[src/rtl/core/stp_div_cell.sv]
// One restoring-division step: consume one dividend bit, emit one quotient bit.
module stp_div_cell #(
    parameter int unsigned W  = 16,
    parameter int unsigned Q  = 16,
    parameter int unsigned SB = 1
) (
    input  logic          i_clk,
    input  logic          i_rst_n,
    input  logic          i_vld,
    input  logic [W-1:0]  i_rem,
    input  logic [Q-1:0]  i_dvd,
    input  logic [W-1:0]  i_div,
    input  logic [Q-1:0]  i_quo,
    input  logic [SB-1:0] i_sb,
    output logic          o_vld,
    output logic [W-1:0]  o_rem,
    output logic [Q-1:0]  o_dvd,
    output logic [W-1:0]  o_div,
    output logic [Q-1:0]  o_quo,
    output logic [SB-1:0] o_sb
);
    logic [W:0]   w_trial;
    logic [W:0]   w_diff;
    logic         w_ge;
    logic [W-1:0] n_rem;

    assign w_trial = {i_rem, i_dvd[Q-1]};
    assign w_diff  = w_trial - {1'b0, i_div};
    assign w_ge    = (w_trial >= {1'b0, i_div});
    assign n_rem   = w_ge ? w_diff[W-1:0] : w_trial[W-1:0];

    always_ff @(posedge i_clk) begin
        if (!i_rst_n) begin
            o_vld <= 1'b0;
        end else begin
            o_vld <= i_vld;
        end
        o_rem <= n_rem;
        o_dvd <= {i_dvd[Q-2:0], 1'b0};
        o_div <= i_div;
        o_quo <= {i_quo[Q-2:0], w_ge};
        o_sb  <= i_sb;
    end
endmodule

[src/rtl/core/stp_div_chain.sv]
// Row of Q division cells; the quotient is complete at the output of the last cell.
module stp_div_chain #(
    parameter int unsigned W  = 16,
    parameter int unsigned Q  = 16,
    parameter int unsigned SB = 1
) (
    input  logic          i_clk,
    input  logic          i_rst_n,
    input  logic          i_vld,
    input  logic [W-1:0]  i_rem,
    input  logic [Q-1:0]  i_dvd,
    input  logic [W-1:0]  i_div,
    input  logic [SB-1:0] i_sb,
    output logic          o_vld,
    output logic [Q-1:0]  o_quo,
    output logic [SB-1:0] o_sb
);
    logic          w_vld [0:Q];
    logic [W-1:0]  w_rem [0:Q];
    logic [Q-1:0]  w_dvd [0:Q];
    logic [W-1:0]  w_div [0:Q];
    logic [Q-1:0]  w_quo [0:Q];
    logic [SB-1:0] w_sb  [0:Q];

    assign w_vld[0] = i_vld;
    assign w_rem[0] = i_rem;
    assign w_dvd[0] = i_dvd;
    assign w_div[0] = i_div;
    assign w_quo[0] = '0;
    assign w_sb[0]  = i_sb;

    for (genvar g = 0; g < Q; g++) begin : g_cell
        stp_div_cell #(.W(W), .Q(Q), .SB(SB)) u_cell (
            .i_clk(i_clk), .i_rst_n(i_rst_n),
            .i_vld(w_vld[g]), .i_rem(w_rem[g]), .i_dvd(w_dvd[g]),
            .i_div(w_div[g]), .i_quo(w_quo[g]), .i_sb(w_sb[g]),
            .o_vld(w_vld[g+1]), .o_rem(w_rem[g+1]), .o_dvd(w_dvd[g+1]),
            .o_div(w_div[g+1]), .o_quo(w_quo[g+1]), .o_sb(w_sb[g+1])
        );
    end

    assign o_vld = w_vld[Q];
    assign o_quo = w_quo[Q];
    assign o_sb  = w_sb[Q];
endmodule

[config.mk]
export PLATFORM = sky130hd
export DESIGN_NAME = stp_div_chain
export DESIGN_NICKNAME = d
export VERILOG_FILES = /design/src/rtl/core/stp_div_cell.sv /design/src/rtl/core/stp_div_chain.sv
export SDC_FILE = /design/constraint.sdc
export NUM_CORES = 1
export LEC_CHECK = 0
export BUFFER_PORTS_ARGS = -buffer_cell sky130_fd_sc_hd__buf_2
export CAP_MARGIN = 20
export CORE_MARGIN = 5
export CORE_UTILIZATION = 58
export DETAILED_ROUTE_END_ITERATION = 10
export GPL_ROUTABILITY_DRIVEN = 1
export HOLD_SLACK_MARGIN = 0.05
export PLACE_DENSITY = 0.75
export SETUP_SLACK_MARGIN = 0.02
export SYNTH_ARGS = -nofsm -noshare
export SYNTH_HDL_FRONTEND = slang
export SYNTH_SLANG_ARGS = --single-unit
export TNS_END_PERCENT = 20
[constraint.sdc]
create_clock -name i_clk -period 4.3 [get_ports i_clk]
set_input_delay 0.43 -clock i_clk [delete_from_list [all_inputs] [get_ports i_clk]]
set_output_delay 0.43 -clock i_clk [all_outputs]
set_load 0.02 [all_outputs]
==> impl_metrics.tcl <==
set metrics [dict create \
    outcome "completed" \
    synth.area.top_cells "dfxtp_1 (50%), ha_1 (10%), inv_1 (4.1%)" \
    layout_setup_ws_ns 1.03 \
    ios 70 \
    swShare 0.359 \
    drtIter0Drc 1509 \
    reg2reg_to "g_cell[5].u_cell.o_rem[2]" \
    grt.overflow.total 0 \
    yosys.cell_types.count 84 \
    p_per_area_mw_per_mm2 839 \
    start_util 0.584 \
    holdPathStages 2 \
    num_vias 21600 \
    ys_seq_elements 768 \
    antenna_found_initial 0 \
    clk_latency_ns 0.62 \
    root_buffer "clkbuf_16" \
    gp_congestion 0.962 \
    first_global_vias 21400 \
    holdPathEnd "g_cell[0].u_cell.o_rem[10]" \
    crit_type "flip-flop to flip-flop" \
    port_buffers 69 \
    min_period_ns 3.27 \
    die_h_um 240 \
    ys_seq_area_frac 0.502 \
    top_layer_used "met4" \
    place_hpwl_mm 48.3 \
    vias_per_cell 5.45 \
    worst_slew_pin_slew_ns 0.986 \
    tns_ns 0 \
    antennaDiodeCount 0 \
    max-slew-margin-rel 0.343 \
    synth_top_area_frac 0.502 \
    pwr-share-seq 0.349 \
    fp-row-count 84 \
    grt_util_all_layers 0.222 \
    hold_viol 0 \
    period_share 0.760 \
    drt_pass1_iterations 5 \
    place_ws_ns 1.08 \
    synthFlopType "dfxtp_1" \
    p_sw_w 0.0105 \
    avgSynthCellArea_um2 10.0 \
    reg2regPathDepth 9 \
    ir_drop_mv 0.448 \
    synth_top_cells_by_count "dfxtp_1 (768), inv_1 (335), ha_1 (256), a21oi_1 (204), o21ai_0 (201)" \
    hold_class "input pin to flip-flop" \
    met1_length_mm 29.0 \
    max_cap_violations 0 \
    grt_pass1_wl_mm 106 \
    drcViolationCount 0 \
    async_reset_ff_frac 0 \
    avgRoutedWirePerCell_um 16.2 \
    cts_tree "built" \
    skew_ns 0.0244 \
    synthCells 3065 \
    cp_max_fo 16 \
    max_freq_mhz 306 \
    holdCritStartpoint "i_rem[9]" \
    rsz0062_at_grt "false" \
    ctsResizeCount 0 \
    htreeDepth 3 \
    critical_path_required_ns 4.79 \
    syn-num-nets 3388 \
    rr_startpoint "g_cell[4].u_cell.o_div[4]" \
    grt_start_max_net_pins 34 \
    start_kind "flip-flop" \
    die_x_um 240 \
    coreArea_mm2 0.0524 \
    drive_gt1_frac 0.0976 \
    synth_edf_count 0 \
    cp.arrival_ns 3.76 \
    syn_to_final_growth_pct 13.4 \
    dr_wl_met2_mm 30.7 \
    final_max_slew_viol_count 0 \
    wirelength_mm 64.1 \
    synth_area_mm2 0.0306 \
    cts_hold_buf 41 \
    die-area_mm2 0.0575 \
    r2r_slack_ns 1.03 \
    cts_max_path_buffers 3 \
    fillers 4087 \
    yosysMostFrequentCell "dfxtp_1" \
    intPower_w 0.0187 \
    combPwrFrac 0.418 \
    ys_warn_count 0 \
    clkSinkCount 768 \
    leakagePower_nw 16.0 \
    cts_made_buffers 75 \
    nNetsFinal 3542 \
    finalSetupViolCount 0 \
    cp-end-kind "flip-flop" \
    ant_nets 0 \
    met3_length_mm 3.10 \
    yosys.area.top_type "dfxtp_1" \
    post_cts_buffers 0 \
    power_frac_clock 0.233 \
    path_clk_slew_ns 0.06 \
]
-- through the flow --
stage               std cells  area, um^2  utilization  hold slack (ns)  power (W)
floorplan                3065       30600            -            0.310     0.0195
global placement         3787       31700        0.604            0.310     0.0219
detailed placement       3787       31700        0.604            0.312     0.0222
CTS                      3964       34700        0.662           0.0512     0.0292
global route             3966       34700        0.662           0.0711     0.0313
finish                   3966       34700        0.662           0.0837     0.0291
-- layout make-up --
type	count	area (um^2)	area share
Inverter	336	1260	0.0363
Sequential cell	768	15400	0.443
Tap cell	688	861	0.0248
Timing Repair Buffer	121	853	0.0246
Multi-Input combinational cell	1917	13800	0.397
Clock buffer	97	2080	0.0600
Clock inverter	39	520	0.0150
-- state kept, by name (all words and copies together), names as in the netlist --
register and flops:
g_cell.u_cell.o_div 240, g_cell.u_cell.o_dvd 120, g_cell.u_cell.o_quo 136, g_cell.u_cell.o_rem 240, g_cell.u_cell.o_sb 16, g_cell.u_cell.o_vld 16
-- kinds of logic (layout without fill, tap and decap cells) --
| group | count (synthesis) | count (layout) | share of synthesized area |
|---|---|---|---|
| DFF | 768 | 768 | 0.502 |
| AOI/OAI and AO/OA | 725 | 725 | 0.149 |
| and+or+nand+nor | 663 | 663 | 0.103 |
| buffers and inverters | 380 | 593 | 0.0490 |
| adders and majority gates | 271 | 271 | 0.114 |
| xor gates and xnor gates | 149 | 149 | 0.0426 |
| muxes | 109 | 109 | 0.0401 |
-- critical path, cell delays in order, from the launching register on --
cell and delay, ns:
dfxtp_1 0.35, inv_1 0.05, ha_1 0.35, a21oi_1 0.17, o21ai_0 0.15, or3_1 0.32, o221ai_1 0.36, a21oi_1 0.20
o21ai_2 0.79, mux2_2 0.42
-- routing by layer --
metal  vias to the layer above  GRT usage
li1                      10800          -
met1                     10200      0.291
met2                       505      0.381
met3                       100     0.0381
met4                         0     0.0617
met5                         -          0
-- worst max path at each step --
stage                                          from                         end  slack [ns]  cells past startpoint
after floorplan           g_cell[1].u_cell.o_div[1]  g_cell[2].u_cell.o_rem[10]        1.76                     11
after global placement    g_cell[4].u_cell.o_div[4]   g_cell[5].u_cell.o_rem[2]        1.11                      9
after detailed placement  g_cell[4].u_cell.o_div[4]   g_cell[5].u_cell.o_rem[2]        1.08                      9
after CTS                 g_cell[4].u_cell.o_div[4]   g_cell[5].u_cell.o_rem[9]        1.06                      9
after global routing      g_cell[4].u_cell.o_div[4]   g_cell[5].u_cell.o_rem[9]        0.78                      9
final                     g_cell[4].u_cell.o_div[4]   g_cell[5].u_cell.o_rem[2]        1.03                      9
-- power by group through the flow --
stage	clock network [W]	logic (W)	registers, W
after global routing	0.00728	0.0136	0.0104
after CTS	0.00695	0.0120	0.0102
after floorplan	0	0.00953	0.00995
final	0.00678	0.0122	0.0102
after detailed placement	0	0.0119	0.0103
after global placement	0	0.0116	0.0103
-- cells in the final DEF, fill, tap and decap left out, drive strengths merged, types with 30 or more instances in the layout --
master and count:
dfxtp 768, inv 342, ha 256, a21oi 206, o21ai 204, nor2 195, nand2 183, clkbuf 97
xnor2 89, mux2 88, buf 80, xor2 60, a21o 57, o21a 50, nor2b 47, nand2b 41
dlygate4sd3 41, nor3 38, nand4 32, nand3 32, o31ai 30
Power figures use the tool's default switching activity.
